==> config.mk <==
export PLATFORM = sky130hd
export DESIGN_NAME = load_current_regulator_top
export DESIGN_NICKNAME = d
export VERILOG_FILES = /design/src/rtl/lcr_pkg.sv /design/src/rtl/lcr_window.sv /design/src/rtl/lcr_sequencer.sv /design/src/rtl/load_current_regulator_top.sv
export SDC_FILE = /design/constraint.sdc
export NUM_CORES = 1
export LEC_CHECK = 0
export BUFFER_PORTS_ARGS = -buffer_cell sky130_fd_sc_hd__buf_2
export CAP_MARGIN = 20
export CORE_ASPECT_RATIO = 1.4
export CORE_MARGIN = 2
export CORE_UTILIZATION = 59
export CTS_CLUSTER_DIAMETER = 40
export DETAILED_ROUTE_END_ITERATION = 8
export GPL_TIMING_DRIVEN = 0
export PLACE_DENSITY_LB_ADDON = 0.2
export SYNTH_ARGS = -nofsm -noshare
export SYNTH_HDL_FRONTEND = slang
export SYNTH_SLANG_ARGS = --single-unit
==> constraint.sdc <==
create_clock -name clk -period 8.15 [get_ports clk]
set_input_delay 0.4075 -clock clk [delete_from_list [all_inputs] [get_ports clk]]
set_output_delay 0.4075 -clock clk [all_outputs]
set_load 0.02 [all_outputs]
==> src/rtl/lcr_pkg.sv <==
package lcr_pkg;

    localparam int WINDOW_DEPTH = 3;
    localparam int SAMPLE_W     = 12;
    localparam int SUM_W        = $clog2(WINDOW_DEPTH * ((1 << SAMPLE_W) - 1) + 1);
    localparam int FILL_W       = $clog2(WINDOW_DEPTH + 1);
    localparam int SLOT_W       = (WINDOW_DEPTH > 1) ? $clog2(WINDOW_DEPTH) : 1;

    localparam int CUR_W   = 9;
    localparam int VOLT_W  = 12;
    localparam int SET_W   = 9;
    localparam int PREV_W  = 8;
    localparam int TRIM_W  = 16;
    localparam int DAC_W   = 16;
    localparam int FAN_W   = 12;

    // ceil reciprocal of the fill count, exact for any window sum
    localparam int AVG_SHIFT = SUM_W + 3;
    localparam int RECIP_W   = AVG_SHIFT + 1;

    // shared multiplier
    localparam int A_W    = 20;
    localparam int B_W    = (RECIP_W > SAMPLE_W) ? RECIP_W : SAMPLE_W;
    localparam int PROD_W = 32;
    localparam int Y_W    = 20;
    localparam int PC_W   = 5;

    localparam logic [RECIP_W-1:0] RECIP_1 = RECIP_W'(((1 << AVG_SHIFT) + 0) / 1);
    localparam logic [RECIP_W-1:0] RECIP_2 = RECIP_W'(((1 << AVG_SHIFT) + 1) / 2);
    localparam logic [RECIP_W-1:0] RECIP_3 = RECIP_W'(((1 << AVG_SHIFT) + 2) / 3);
    localparam logic [RECIP_W-1:0] RECIP_4 = RECIP_W'(((1 << AVG_SHIFT) + 3) / 4);
    localparam logic [RECIP_W-1:0] RECIP_5 = RECIP_W'(((1 << AVG_SHIFT) + 4) / 5);
    localparam logic [RECIP_W-1:0] RECIP_6 = RECIP_W'(((1 << AVG_SHIFT) + 5) / 6);
    localparam logic [RECIP_W-1:0] RECIP_7 = RECIP_W'(((1 << AVG_SHIFT) + 6) / 7);
    localparam logic [RECIP_W-1:0] RECIP_8 = RECIP_W'(((1 << AVG_SHIFT) + 7) / 8);

    // current scale 206/2778 reduced to 103/1389
    localparam int CUR_MUL   = 103;
    localparam int CUR_DEN   = 1389;
    localparam int CUR_SHIFT = 19;
    localparam int CUR_RECIP = (1 << CUR_SHIFT) / CUR_DEN;

    // voltage scale 2178/4096
    localparam int VOLT_MUL   = 2178;
    localparam int VOLT_SHIFT = 12;

    // setpoint to dac step
    localparam int U_MUL          = 109;
    localparam int U_BIAS         = 4190;
    localparam int U_DEN          = 1000;
    localparam int U_SHIFT        = 16;
    localparam int U_RECIP        = (1 << U_SHIFT) / U_DEN;
    localparam int DAC_STEP_SHIFT = 12;
    localparam int DAC_DEN        = 330;
    localparam int DAC_SHIFT      = 18;
    localparam int DAC_RECIP      = (1 << DAC_SHIFT) / DAC_DEN;
    localparam int DAC_BASE       = 28672;

    // trim loop thresholds
    localparam int TRIM_CLEAR_BELOW = 5;
    localparam int STEADY_BAND      = 5;
    localparam int TARGET_BAND      = 3;

    // fan thresholds on current times voltage
    localparam int FAN_LOW_P  = 30000;
    localparam int FAN_HIGH_P = 80000;
    localparam int FAN_MID    = 1500;
    localparam int FAN_FULL   = 2500;

    localparam logic [1:0] CMD_CURRENT = 2'd0;
    localparam logic [1:0] CMD_VOLTAGE = 2'd1;
    localparam logic [1:0] CMD_TICK    = 2'd2;

    typedef struct packed {
        logic [1:0]          command;
        logic [SAMPLE_W-1:0] sample;
    } item_t;

    typedef struct packed {
        logic [CUR_W-1:0]  current_reading;
        logic [VOLT_W-1:0] voltage_reading;
        logic [DAC_W-1:0]  dac_word;
        logic [FAN_W-1:0]  fan_duty;
        logic              dac_send;
    } result_t;

    typedef enum logic [1:0] {SQ_NEXT, SQ_JUMP, SQ_DISPATCH, SQ_EMIT} seq_op_t;
    typedef enum logic [2:0] {A_SUM, A_PSH, A_Y, A_FC, A_SET} a_sel_t;
    typedef enum logic [1:0] {B_RECIP, B_CONST, B_FV} b_sel_t;
    typedef enum logic [3:0] {
        K_NONE, K_CUR_MUL, K_CUR_RECIP, K_CUR_DEN, K_VOLT_MUL,
        K_U_MUL, K_U_RECIP, K_U_DEN, K_DAC_RECIP, K_DAC_DEN
    } k_sel_t;
    typedef enum logic [2:0] {SH_NONE, SH_AVG, SH_CUR, SH_VOLT, SH_U, SH_DAC} sh_sel_t;
    typedef enum logic [1:0] {Q_HOLD, Q_LOAD, Q_FIX} q_op_t;
    typedef enum logic [1:0] {Y_HOLD, Y_LOAD, Y_BIAS, Y_UPSCALE} y_op_t;
    typedef enum logic [2:0] {
        WR_NONE, WR_PUSH, WR_CURRENT, WR_VOLTAGE, WR_FAN, WR_DAC
    } wr_op_t;
    typedef enum logic {CH_CUR, CH_VOLT} chan_t;

    // one microcode control word
    typedef struct packed {
        seq_op_t          seq;
        logic [PC_W-1:0]  target;
        a_sel_t           a_sel;
        b_sel_t           b_sel;
        k_sel_t           k_sel;
        sh_sel_t          sh_sel;
        logic             p_we;
        q_op_t            q_op;
        y_op_t            y_op;
        wr_op_t           wr_op;
        chan_t            chan;
    } ctrl_t;

    typedef struct packed {
        logic ready;
        logic accept;
        logic emit;
    } seq_evt_t;

    function automatic logic [RECIP_W-1:0] avg_recip(input logic [3:0] f);
        case (f)
            4'd1:    return RECIP_1;
            4'd2:    return RECIP_2;
            4'd3:    return RECIP_3;
            4'd4:    return RECIP_4;
            4'd5:    return RECIP_5;
            4'd6:    return RECIP_6;
            4'd7:    return RECIP_7;
            4'd8:    return RECIP_8;
            default: return '0;
        endcase
    endfunction

    function automatic logic [B_W-1:0] k_value(input k_sel_t k);
        case (k)
            K_CUR_MUL:   return B_W'(CUR_MUL);
            K_CUR_RECIP: return B_W'(CUR_RECIP);
            K_CUR_DEN:   return B_W'(CUR_DEN);
            K_VOLT_MUL:  return B_W'(VOLT_MUL);
            K_U_MUL:     return B_W'(U_MUL);
            K_U_RECIP:   return B_W'(U_RECIP);
            K_U_DEN:     return B_W'(U_DEN);
            K_DAC_RECIP: return B_W'(DAC_RECIP);
            K_DAC_DEN:   return B_W'(DAC_DEN);
            default:     return '0;
        endcase
    endfunction

endpackage

==> src/rtl/lcr_window.sv <==
module lcr_window
    import lcr_pkg::*;
(
    input  logic                clk,
    input  logic                rst_n,
    input  logic                push,
    input  logic [SAMPLE_W-1:0] sample,
    output logic [SUM_W-1:0]    sum,
    output logic [FILL_W-1:0]   fill
);

    logic [SAMPLE_W-1:0] win_reg [WINDOW_DEPTH];
    logic [SLOT_W-1:0]   slot_reg, slot_next;
    logic [FILL_W-1:0]   fill_reg, fill_next;
    logic [SUM_W-1:0]    sum_reg, sum_next;
    logic                full;
    logic [SAMPLE_W-1:0] oldest;

    assign full   = (fill_reg == FILL_W'(WINDOW_DEPTH));
    assign oldest = full ? win_reg[slot_reg] : '0;

    always_comb
    begin
        sum_next  = sum_reg - SUM_W'(oldest) + SUM_W'(sample);
        fill_next = full ? fill_reg : fill_reg + FILL_W'(1);
        slot_next = (slot_reg == SLOT_W'(WINDOW_DEPTH - 1)) ? '0 : slot_reg + SLOT_W'(1);
    end

    always_ff @(posedge clk or negedge rst_n)
    begin
        if (!rst_n)
        begin
            slot_reg <= '0;
            fill_reg <= '0;
            sum_reg  <= '0;
        end
        else if (push)
        begin
            slot_reg <= slot_next;
            fill_reg <= fill_next;
            sum_reg  <= sum_next;
        end
    end

    // window entries are read only after being written
    always_ff @(posedge clk)
    begin
        if (push)
        begin
            win_reg[slot_reg] <= sample;
        end
    end

    assign sum  = sum_reg;
    assign fill = fill_reg;

endmodule

==> src/rtl/lcr_sequencer.sv <==
module lcr_sequencer
    import lcr_pkg::*;
(
    input  logic       clk,
    input  logic       rst_n,
    input  logic       item_valid,
    input  logic [1:0] command,
    input  logic       out_free,
    output ctrl_t      ctrl,
    output seq_evt_t   evt
);

    localparam logic [PC_W-1:0] PC_IDLE = PC_W'(0);
    localparam logic [PC_W-1:0] PC_CUR  = PC_W'(1);
    localparam logic [PC_W-1:0] PC_VOLT = PC_W'(8);
    localparam logic [PC_W-1:0] PC_TICK = PC_W'(12);
    localparam logic [PC_W-1:0] PC_FIN  = PC_W'(23);

    logic [PC_W-1:0] pc_reg, pc_next;

    // seq, target, a, b, const, shift, p_we, q, y, write, channel
    function automatic ctrl_t ucode(input logic [PC_W-1:0] a);
        case (a)
            // idle: wait for a word, dispatch on command
            5'd0:  return '{SQ_DISPATCH, PC_IDLE, A_SUM, B_RECIP, K_NONE, SH_NONE, 1'b0,
                           Q_HOLD, Y_HOLD, WR_NONE, CH_CUR};
            // current sample
            5'd1:  return '{SQ_NEXT, PC_IDLE, A_SUM, B_RECIP, K_NONE, SH_NONE, 1'b0,
                           Q_HOLD, Y_HOLD, WR_PUSH, CH_CUR};
            5'd2:  return '{SQ_NEXT, PC_IDLE, A_SUM, B_RECIP, K_NONE, SH_NONE, 1'b1,
                           Q_HOLD, Y_HOLD, WR_NONE, CH_CUR};
            5'd3:  return '{SQ_NEXT, PC_IDLE, A_PSH, B_CONST, K_CUR_MUL, SH_AVG, 1'b1,
                           Q_HOLD, Y_HOLD, WR_NONE, CH_CUR};
            5'd4:  return '{SQ_NEXT, PC_IDLE, A_PSH, B_CONST, K_CUR_RECIP, SH_NONE, 1'b1,
                           Q_HOLD, Y_LOAD, WR_NONE, CH_CUR};
            5'd5:  return '{SQ_NEXT, PC_IDLE, A_PSH, B_CONST, K_CUR_DEN, SH_CUR, 1'b1,
                           Q_LOAD, Y_HOLD, WR_NONE, CH_CUR};
            5'd6:  return '{SQ_NEXT, PC_IDLE, A_SUM, B_RECIP, K_CUR_DEN, SH_NONE, 1'b0,
                           Q_FIX, Y_HOLD, WR_NONE, CH_CUR};
            5'd7:  return '{SQ_JUMP, PC_FIN, A_SUM, B_RECIP, K_NONE, SH_NONE, 1'b0,
                           Q_HOLD, Y_HOLD, WR_CURRENT, CH_CUR};
            // voltage sample
            5'd8:  return '{SQ_NEXT, PC_IDLE, A_SUM, B_RECIP, K_NONE, SH_NONE, 1'b0,
                           Q_HOLD, Y_HOLD, WR_PUSH, CH_VOLT};
            5'd9:  return '{SQ_NEXT, PC_IDLE, A_SUM, B_RECIP, K_NONE, SH_NONE, 1'b1,
                           Q_HOLD, Y_HOLD, WR_NONE, CH_VOLT};
            5'd10: return '{SQ_NEXT, PC_IDLE, A_PSH, B_CONST, K_VOLT_MUL, SH_AVG, 1'b1,
                           Q_HOLD, Y_HOLD, WR_NONE, CH_VOLT};
            5'd11: return '{SQ_JUMP, PC_FIN, A_SUM, B_RECIP, K_NONE, SH_VOLT, 1'b0,
                           Q_HOLD, Y_HOLD, WR_VOLTAGE, CH_VOLT};
            // tick: fan from power, then dac word
            5'd12: return '{SQ_NEXT, PC_IDLE, A_FC, B_FV, K_NONE, SH_NONE, 1'b1,
                           Q_HOLD, Y_HOLD, WR_NONE, CH_CUR};
            5'd13: return '{SQ_NEXT, PC_IDLE, A_SET, B_CONST, K_U_MUL, SH_NONE, 1'b1,
                           Q_HOLD, Y_HOLD, WR_FAN, CH_CUR};
            5'd14: return '{SQ_NEXT, PC_IDLE, A_SUM, B_RECIP, K_NONE, SH_NONE, 1'b0,
                           Q_HOLD, Y_BIAS, WR_NONE, CH_CUR};
            5'd15: return '{SQ_NEXT, PC_IDLE, A_Y, B_CONST, K_U_RECIP, SH_NONE, 1'b1,
                           Q_HOLD, Y_HOLD, WR_NONE, CH_CUR};
            5'd16: return '{SQ_NEXT, PC_IDLE, A_PSH, B_CONST, K_U_DEN, SH_U, 1'b1,
                           Q_LOAD, Y_HOLD, WR_NONE, CH_CUR};
            5'd17: return '{SQ_NEXT, PC_IDLE, A_SUM, B_RECIP, K_U_DEN, SH_NONE, 1'b0,
                           Q_FIX, Y_HOLD, WR_NONE, CH_CUR};
            5'd18: return '{SQ_NEXT, PC_IDLE, A_SUM, B_RECIP, K_NONE, SH_NONE, 1'b0,
                           Q_HOLD, Y_UPSCALE, WR_NONE, CH_CUR};
            5'd19: return '{SQ_NEXT, PC_IDLE, A_Y, B_CONST, K_DAC_RECIP, SH_NONE, 1'b1,
                           Q_HOLD, Y_HOLD, WR_NONE, CH_CUR};
            5'd20: return '{SQ_NEXT, PC_IDLE, A_PSH, B_CONST, K_DAC_DEN, SH_DAC, 1'b1,
                           Q_LOAD, Y_HOLD, WR_NONE, CH_CUR};
            5'd21: return '{SQ_NEXT, PC_IDLE, A_SUM, B_RECIP, K_DAC_DEN, SH_NONE, 1'b0,
                           Q_FIX, Y_HOLD, WR_NONE, CH_CUR};
            5'd22: return '{SQ_NEXT, PC_IDLE, A_SUM, B_RECIP, K_NONE, SH_NONE, 1'b0,
                           Q_HOLD, Y_HOLD, WR_DAC, CH_CUR};
            // hand the result to the output register
            5'd23: return '{SQ_EMIT, PC_IDLE, A_SUM, B_RECIP, K_NONE, SH_NONE, 1'b0,
                           Q_HOLD, Y_HOLD, WR_NONE, CH_CUR};
            default: return '{SQ_JUMP, PC_IDLE, A_SUM, B_RECIP, K_NONE, SH_NONE, 1'b0,
                             Q_HOLD, Y_HOLD, WR_NONE, CH_CUR};
        endcase
    endfunction

    function automatic logic [PC_W-1:0] dispatch(input logic [1:0] cmd);
        case (cmd)
            CMD_CURRENT: return PC_CUR;
            CMD_VOLTAGE: return PC_VOLT;
            CMD_TICK:    return PC_TICK;
            default:     return PC_FIN;
        endcase
    endfunction

    assign ctrl = ucode(pc_reg);

    // handshake outputs
    always_comb
    begin
        evt.ready  = (ctrl.seq == SQ_DISPATCH);
        evt.accept = evt.ready && item_valid;
        evt.emit   = (ctrl.seq == SQ_EMIT) && out_free;
    end

    // next step
    always_comb
    begin
        case (ctrl.seq)
            SQ_NEXT:     pc_next = pc_reg + PC_W'(1);
            SQ_JUMP:     pc_next = ctrl.target;
            SQ_DISPATCH: pc_next = item_valid ? dispatch(command) : pc_reg;
            SQ_EMIT:     pc_next = out_free ? ctrl.target : pc_reg;
            default:     pc_next = PC_IDLE;
        endcase
    end

    always_ff @(posedge clk or negedge rst_n)
    begin
        if (!rst_n)
        begin
            pc_reg <= PC_IDLE;
        end
        else
        begin
            pc_reg <= pc_next;
        end
    end

endmodule

==> src/rtl/load_current_regulator_top.sv <==
// load current regulator: each input word carries a command and a 12-bit converter
// sample. a current or voltage sample enters that channel's moving-average window
// (up to WINDOW_DEPTH samples); the window sum is divided by the fill count, then
// scaled (current by 206/2778, voltage by 2178/4096, both truncating). a current
// sample also steps a trim offset toward the setpoint while the reading is steady
// and off target, and clears it when the reading drops below 5. a one-second tick
// yields the 16-bit dac word (setpoint step plus trim, wrapping) and a fan compare
// value of 0, 1500 or 2500 from current times voltage. every input word gives one
// result word with both filtered readings; dac_send marks tick results. writing
// set_current clears the trim; write it only while the block is idle. the words
// are processed one at a time by a microcoded sequencer that drives a single
// shared multiplier; divisions by constants run as reciprocal multiplies with a
// one-step correction. each command runs its own program, so the time per word
// depends on the command. the result sits in an output register, so a new word
// is taken while the last result waits.
module load_current_regulator_top
    import lcr_pkg::*;
(
    input  logic             clk,
    input  logic             rst_n,
    // input words
    input  logic             item_valid,
    output logic             item_stall,
    input  item_t            item,
    // result words
    output logic             result_valid,
    input  logic             result_stall,
    output result_t          result,
    // setpoint register
    input  logic             set_current_we,
    input  logic [SET_W-1:0] set_current
);

    ctrl_t    ctrl;
    seq_evt_t evt;
    logic     out_free;

    // datapath registers
    logic [SAMPLE_W-1:0] sample_reg;
    logic [PROD_W-1:0]   p_reg;
    logic [Y_W-1:0]      q_reg, q_next;
    logic [Y_W-1:0]      y_reg, y_next;

    // regulator state
    logic [SET_W-1:0]  set_reg;
    logic [TRIM_W-1:0] trim_reg;
    logic [CUR_W-1:0]  fc_reg;
    logic [VOLT_W-1:0] fv_reg;
    logic [PREV_W-1:0] prev_reg;

    // per-word tick outputs
    logic [DAC_W-1:0] dac_reg;
    logic [FAN_W-1:0] fan_reg;
    logic             send_reg;

    result_t result_reg;
    logic    result_valid_reg;

    // moving-average windows
    logic [SUM_W-1:0]  cur_sum, volt_sum;
    logic [FILL_W-1:0] cur_fill, volt_fill, fill_sel;

    // multiplier operands
    logic [PROD_W-1:0]  p_shift;
    logic [A_W-1:0]     a_op;
    logic [B_W-1:0]     b_op;
    logic [A_W+B_W-1:0] prod;
    logic [Y_W-1:0]     fix_diff;

    // current reading update
    logic [CUR_W-1:0]  r;
    logic [CUR_W-1:0]  diff_prev, diff_set;
    logic [TRIM_W-1:0] trim_base, trim_upd;

    logic [DAC_W-1:0] dac_calc;
    logic [FAN_W-1:0] fan_calc;

    assign out_free = !result_valid_reg || !result_stall;

    lcr_sequencer u_seq (
        .clk        (clk),
        .rst_n      (rst_n),
        .item_valid (item_valid),
        .command    (item.command),
        .out_free   (out_free),
        .ctrl       (ctrl),
        .evt        (evt)
    );

    lcr_window u_cur_win (
        .clk    (clk),
        .rst_n  (rst_n),
        .push   ((ctrl.wr_op == WR_PUSH) && (ctrl.chan == CH_CUR)),
        .sample (sample_reg),
        .sum    (cur_sum),
        .fill   (cur_fill)
    );

    lcr_window u_volt_win (
        .clk    (clk),
        .rst_n  (rst_n),
        .push   ((ctrl.wr_op == WR_PUSH) && (ctrl.chan == CH_VOLT)),
        .sample (sample_reg),
        .sum    (volt_sum),
        .fill   (volt_fill)
    );

    assign fill_sel = (ctrl.chan == CH_CUR) ? cur_fill : volt_fill;

    // fixed shifts of the product register
    always_comb
    begin
        case (ctrl.sh_sel)
            SH_NONE: p_shift = p_reg;
            SH_AVG:  p_shift = p_reg >> AVG_SHIFT;
            SH_CUR:  p_shift = p_reg >> CUR_SHIFT;
            SH_VOLT: p_shift = p_reg >> VOLT_SHIFT;
            SH_U:    p_shift = p_reg >> U_SHIFT;
            SH_DAC:  p_shift = p_reg >> DAC_SHIFT;
            default: p_shift = p_reg;
        endcase
    end

    always_comb
    begin
        case (ctrl.a_sel)
            A_SUM:   a_op = (ctrl.chan == CH_CUR) ? A_W'(cur_sum) : A_W'(volt_sum);
            A_PSH:   a_op = p_shift[A_W-1:0];
            A_Y:     a_op = A_W'(y_reg);
            A_FC:    a_op = A_W'(fc_reg);
            A_SET:   a_op = A_W'(set_reg);
            default: a_op = '0;
        endcase
    end

    always_comb
    begin
        case (ctrl.b_sel)
            B_RECIP: b_op = B_W'(avg_recip(4'(fill_sel)));
            B_CONST: b_op = k_value(ctrl.k_sel);
            B_FV:    b_op = B_W'(fv_reg);
            default: b_op = '0;
        endcase
    end

    assign prod = a_op * b_op;

    // quotient estimate is low by at most one: y - q*d tells which
    assign fix_diff = y_reg - p_reg[Y_W-1:0];

    always_comb
    begin
        case (ctrl.q_op)
            Q_HOLD:  q_next = q_reg;
            Q_LOAD:  q_next = p_shift[Y_W-1:0];
            Q_FIX:   q_next = (fix_diff >= Y_W'(k_value(ctrl.k_sel))) ?
                              q_reg + Y_W'(1) : q_reg;
            default: q_next = q_reg;
        endcase
    end

    always_comb
    begin
        case (ctrl.y_op)
            Y_HOLD:    y_next = y_reg;
            Y_LOAD:    y_next = p_reg[Y_W-1:0];
            Y_BIAS:    y_next = p_reg[Y_W-1:0] + Y_W'(U_BIAS);
            Y_UPSCALE: y_next = (q_reg + Y_W'(1)) << DAC_STEP_SHIFT;
            default:   y_next = y_reg;
        endcase
    end

    // trim loop on a new current reading
    always_comb
    begin
        r         = q_reg[CUR_W-1:0];
        diff_prev = (r > CUR_W'(prev_reg)) ? r - CUR_W'(prev_reg) : CUR_W'(prev_reg) - r;
        diff_set  = (r > set_reg) ? r - set_reg : set_reg - r;
        trim_base = (r < CUR_W'(TRIM_CLEAR_BELOW)) ? '0 : trim_reg;
        if ((diff_prev < CUR_W'(STEADY_BAND)) && (diff_set >= CUR_W'(TARGET_BAND)))
        begin
            trim_upd = (set_reg > r) ? trim_base + TRIM_W'(1) : trim_base - TRIM_W'(1);
        end
        else
        begin
            trim_upd = trim_base;
        end
    end

    // dac word and fan duty for a tick
    always_comb
    begin
        if (set_reg == '0)
        begin
            dac_calc = DAC_W'(DAC_BASE);
        end
        else
        begin
            dac_calc = DAC_W'(DAC_BASE) + q_reg[DAC_W-1:0] + trim_reg;
        end
        if (p_reg < PROD_W'(FAN_LOW_P))
        begin
            fan_calc = '0;
        end
        else if (p_reg > PROD_W'(FAN_HIGH_P))
        begin
            fan_calc = FAN_W'(FAN_FULL);
        end
        else
        begin
            fan_calc = FAN_W'(FAN_MID);
        end
    end

    // regulator state and output handshake
    always_ff @(posedge clk or negedge rst_n)
    begin
        if (!rst_n)
        begin
            set_reg          <= '0;
            trim_reg         <= '0;
            fc_reg           <= '0;
            fv_reg           <= '0;
            prev_reg         <= '0;
            result_valid_reg <= 1'b0;
        end
        else
        begin
            if (set_current_we)
            begin
                set_reg  <= set_current;
                trim_reg <= '0;
            end
            else if (ctrl.wr_op == WR_CURRENT)
            begin
                trim_reg <= trim_upd;
            end
            if (ctrl.wr_op == WR_CURRENT)
            begin
                fc_reg   <= r;
                prev_reg <= r[PREV_W-1:0];
            end
            if (ctrl.wr_op == WR_VOLTAGE)
            begin
                fv_reg <= p_shift[VOLT_W-1:0];
            end
            if (evt.emit)
            begin
                result_valid_reg <= 1'b1;
            end
            else if (!result_stall)
            begin
                result_valid_reg <= 1'b0;
            end
        end
    end

    // datapath and result payload
    always_ff @(posedge clk)
    begin
        if (evt.accept)
        begin
            sample_reg <= item.sample;
        end
        if (ctrl.p_we)
        begin
            p_reg <= prod[PROD_W-1:0];
        end
        q_reg <= q_next;
        y_reg <= y_next;
        if (evt.accept)
        begin
            dac_reg  <= '0;
            fan_reg  <= '0;
            send_reg <= 1'b0;
        end
        else
        begin
            if (ctrl.wr_op == WR_FAN)
            begin
                fan_reg <= fan_calc;
            end
            if (ctrl.wr_op == WR_DAC)
            begin
                dac_reg  <= dac_calc;
                send_reg <= 1'b1;
            end
        end
        if (evt.emit)
        begin
            result_reg.current_reading <= fc_reg;
            result_reg.voltage_reading <= fv_reg;
            result_reg.dac_word        <= dac_reg;
            result_reg.fan_duty        <= fan_reg;
            result_reg.dac_send        <= send_reg;
        end
    end

    assign item_stall   = !evt.ready;
    assign result_valid = result_valid_reg;
    assign result       = result_reg;

endmodule

==> results.json <==
{
  "required_ns": 8.51,
  "worst_pin_slew_ns": 1.128,
  "synth_ff_type": "edfxtp_1",
  "final_common_cell": "inv_1",
  "cts-root-buf": "clkbuf_16",
  "synth-compound-area-share": 0.1358,
  "grt.total_usage": 0.3899,
  "viasPerCell": 6.058,
  "synthXorXnorAreaFrac": 0.03332,
  "drt-total-wl_mm": 102.1,
  "clk_pin_slew_worst_paths_ns": 0.06,
  "cts-htree-levels": 2,
  "timing.critical_path.mode_cell": "fa_1",
  "setup_viol": 5,
  "fin_skew_ns": 0.03231,
  "clk_latency_ns": 0.56,
  "grt_overflow": 0,
  "yosysUniqueCellTypes": 87,
  "cts.sinks": 301,
  "yosys_warnings": 0,
  "syn_avg_cell_area_um2": 9.030,
  "min_period_ns": 8.384,
  "synth-simple-area-share": 0.1428,
  "place_area_um2": 31230,
  "dieArea_um2": 52170,
  "slew_headroom": 0.2481,
  "avgRoutedWirePerCell_um": 23.92,
  "violations": "negative setup slack",
  "initial_core_util": 0.5954,
  "grt_max_degree": 67,
  "worstPathArrival_ns": 8.74,
  "cp_slowest_cell": "fa_1",
  "first_pass_iters": 6,
  "nNetsFinal": 4149,
  "cp-start-kind": "flip-flop",
  "synthArstFlopShare": 0.2924,
  "core_um2": 49880,
  "hpwl_mm": 77.94,
  "post-route-drc-count": 0,
  "numPortBuffers": 75,
  "period_share": 1.029,
  "drive_above_1_share": 0.1931,
  "final_cells": 4269,
  "yosysSeqAreaShare": 0.2828,
  "worstSetupPathType": "reg2reg",
  "hp-class": "in2reg",
  "antenna_found_initial": 0,
  "clockBufferDepth": 3,
  "grt_setup_unrepaired": "yes",
  "syn-cell-area_um2": 29700,
  "cp_max_fo": 7,
  "fin_ws_ns": -0.2340,
  "rows": 97,
  "whs_path_depth": 1,
  "dp.cells": 4022,
  "grt_pass1_wl_mm": 155.6,
  "area_growth_pct": 21.45,
  "synth_top_family_by_area": "adder cells",
  "cts_tree": "done",
  "cp_slowest_stage_delay_ns": 0.56,
  "num_vias": 25860,
  "drv.max_cap_violation_count": 0,
  "first_global_vias": 27120,
  "cp-end-kind": "flip-flop",
  "slew_viol_final": 0,
  "reg2reg_depth": 34,
  "synthAdderAreaFrac": 0.2909,
  "cts_buffers": 41,
  "netlist_instances": 3289,
  "synthMuxAreaShare": 0.02178,
  "io_pins": 80,
  "max_freq_mhz": 119.3,
  "final_area_um2": 36070,
  "status": "finished, violations left",
  "hold_slack_ns": 0.02120,
  "fp.dieW_um": 193.6,
  "gp_congestion": 1.004,
  "antenna_left": 0,
  "synth_edf_count": 193,
  "drtIter0Drc": 1701,
  "largest_reg_flops": 41,
  "final_cell_mix": "inv_1 (553), nand2_1 (382), fa_1 (265)",
  "ys_ff_latch": 301,
  "fp.dieH_um": 269.5,
  "report.final.hold_viol_count": 0
}
-- metal layers --
layer  share of wire  GRT usage  vias to the layer above
li1                -          -                    11460
met1            0.34     0.4175                    12710
met2            0.49     0.6771                     1202
met3           0.055    0.05166                      487
met4            0.11     0.3371                        0
met5               0          0                        -
-- synthesized netlist by cell type (all sizes together), types with 14 or more instances --
cell | instances | area, µm²
xnor2 | 77 | 674.4
a41oi | 14 | 122.6
o21ai | 173 | 884.6
nand4 | 18 | 112.6
and2 | 51 | 319.1
inv | 583 | 2188
buf | 34 | 212.7
nand3 | 42 | 215.2
edfxtp | 193 | 5796
nor2b | 18 | 112.6
a22oi | 27 | 202.7
nand2b | 49 | 306.5
a22o | 28 | 245.2
a21oi | 155 | 779.5
fa | 271 | 5425
ha | 257 | 3216
o31ai | 14 | 105.1
a222oi | 15 | 150.1
a221oi | 15 | 131.4
a31oi | 19 | 118.9
dfrtp | 88 | 2202
a21o | 50 | 377.9
clkbuf | 92 | 345.3
dfxtp | 20 | 400.4
nor3 | 33 | 170.2
mux2i | 50 | 500.5
xor2 | 36 | 315.3
nand2 | 396 | 1486
and3 | 15 | 98.84
nor2 | 290 | 1089
-- what timing repair did --
action | 4_1_cts | 5_1_grt
endpoints found under the setup margin | 20 | 9
resized for setup | 431 | 46
hold buffers | 1 | 0
pin swaps | 164 | 31
cloned | 5 | 0
buffers inserted | 145 | 27
endpoints found under the hold margin | 22 | 0
-- final cells by class --
class	instances	area, µm²
diodes	1	2.502
plain buffers	119	965.9
clock buffers	50	1134
clock inverters	25	229.0
fillers	3653	13810
inverters	583	2216
multi-input cells	2282	20200
flip-flops and latches	301	8403
well taps	643	804.5
repair buffers	265	2113
-- path summary, 6_finish.rpt --
| check | startpoint | to | slack (ns) |
|---|---|---|---|
| max in group asynchronous | rst_n | u_volt_win.sum[10] | 7.14 |
| worst min register to register | dac_reg[14] | result[27] | 0.44 |
| worst max register to register | u_seq.pc_reg[0] | p_reg[28] | -0.23 |
| worst min-delay path | item[10] | sample_reg[10] | 0.02 |
| min in group asynchronous | rst_n | trim_reg[9] | 0.31 |
| worst max-delay path | u_seq.pc_reg[0] | p_reg[28] | -0.23 |
-- kinds of logic (layout without fill, tap and decap cells) --
| logic type | count (synthesis) | in the layout |
|---|---|---|
| compound gates | 615 | 615 |
| xor+xnor | 113 | 113 |
| other cells | 1 | 5 |
| fa+ha+maj | 528 | 528 |
| buf+inv | 709 | 1042 |
| simple gates | 959 | 959 |
| mux | 63 | 63 |
| flops | 301 | 301 |
-- worst max-delay path: cells and delay by family (launching register included) --
kind | cells | cell delay (ns)
XOR/XNOR | 1 | 0.23
flip-flops | 1 | 0.47
adder cells (fa/ha/maj) | 8 | 3.56
AO/OA/AOI/OAI | 8 | 2.03
buffers and inverters | 12 | 1.27
AND/OR/NAND/NOR | 5 | 0.61
-- metrics by stage --
stage,setup TNS (ns),utilization,setup WS (ns)
2_1_floorplan,0,-,0.008771
3_3_place_gp,-43.53,0.6213,-3.593
3_5_place_dp,-29.79,0.6261,-2.998
4_1_cts,-0.03854,0.7150,-0.02727
5_1_grt,-1.586,0.7231,-0.3507
6_report,-0.7987,0.7231,-0.2340
Power is left out: the tool's default activity adds up to more than one toggle a clock period on the data nets, which glitch-free logic cannot reach.
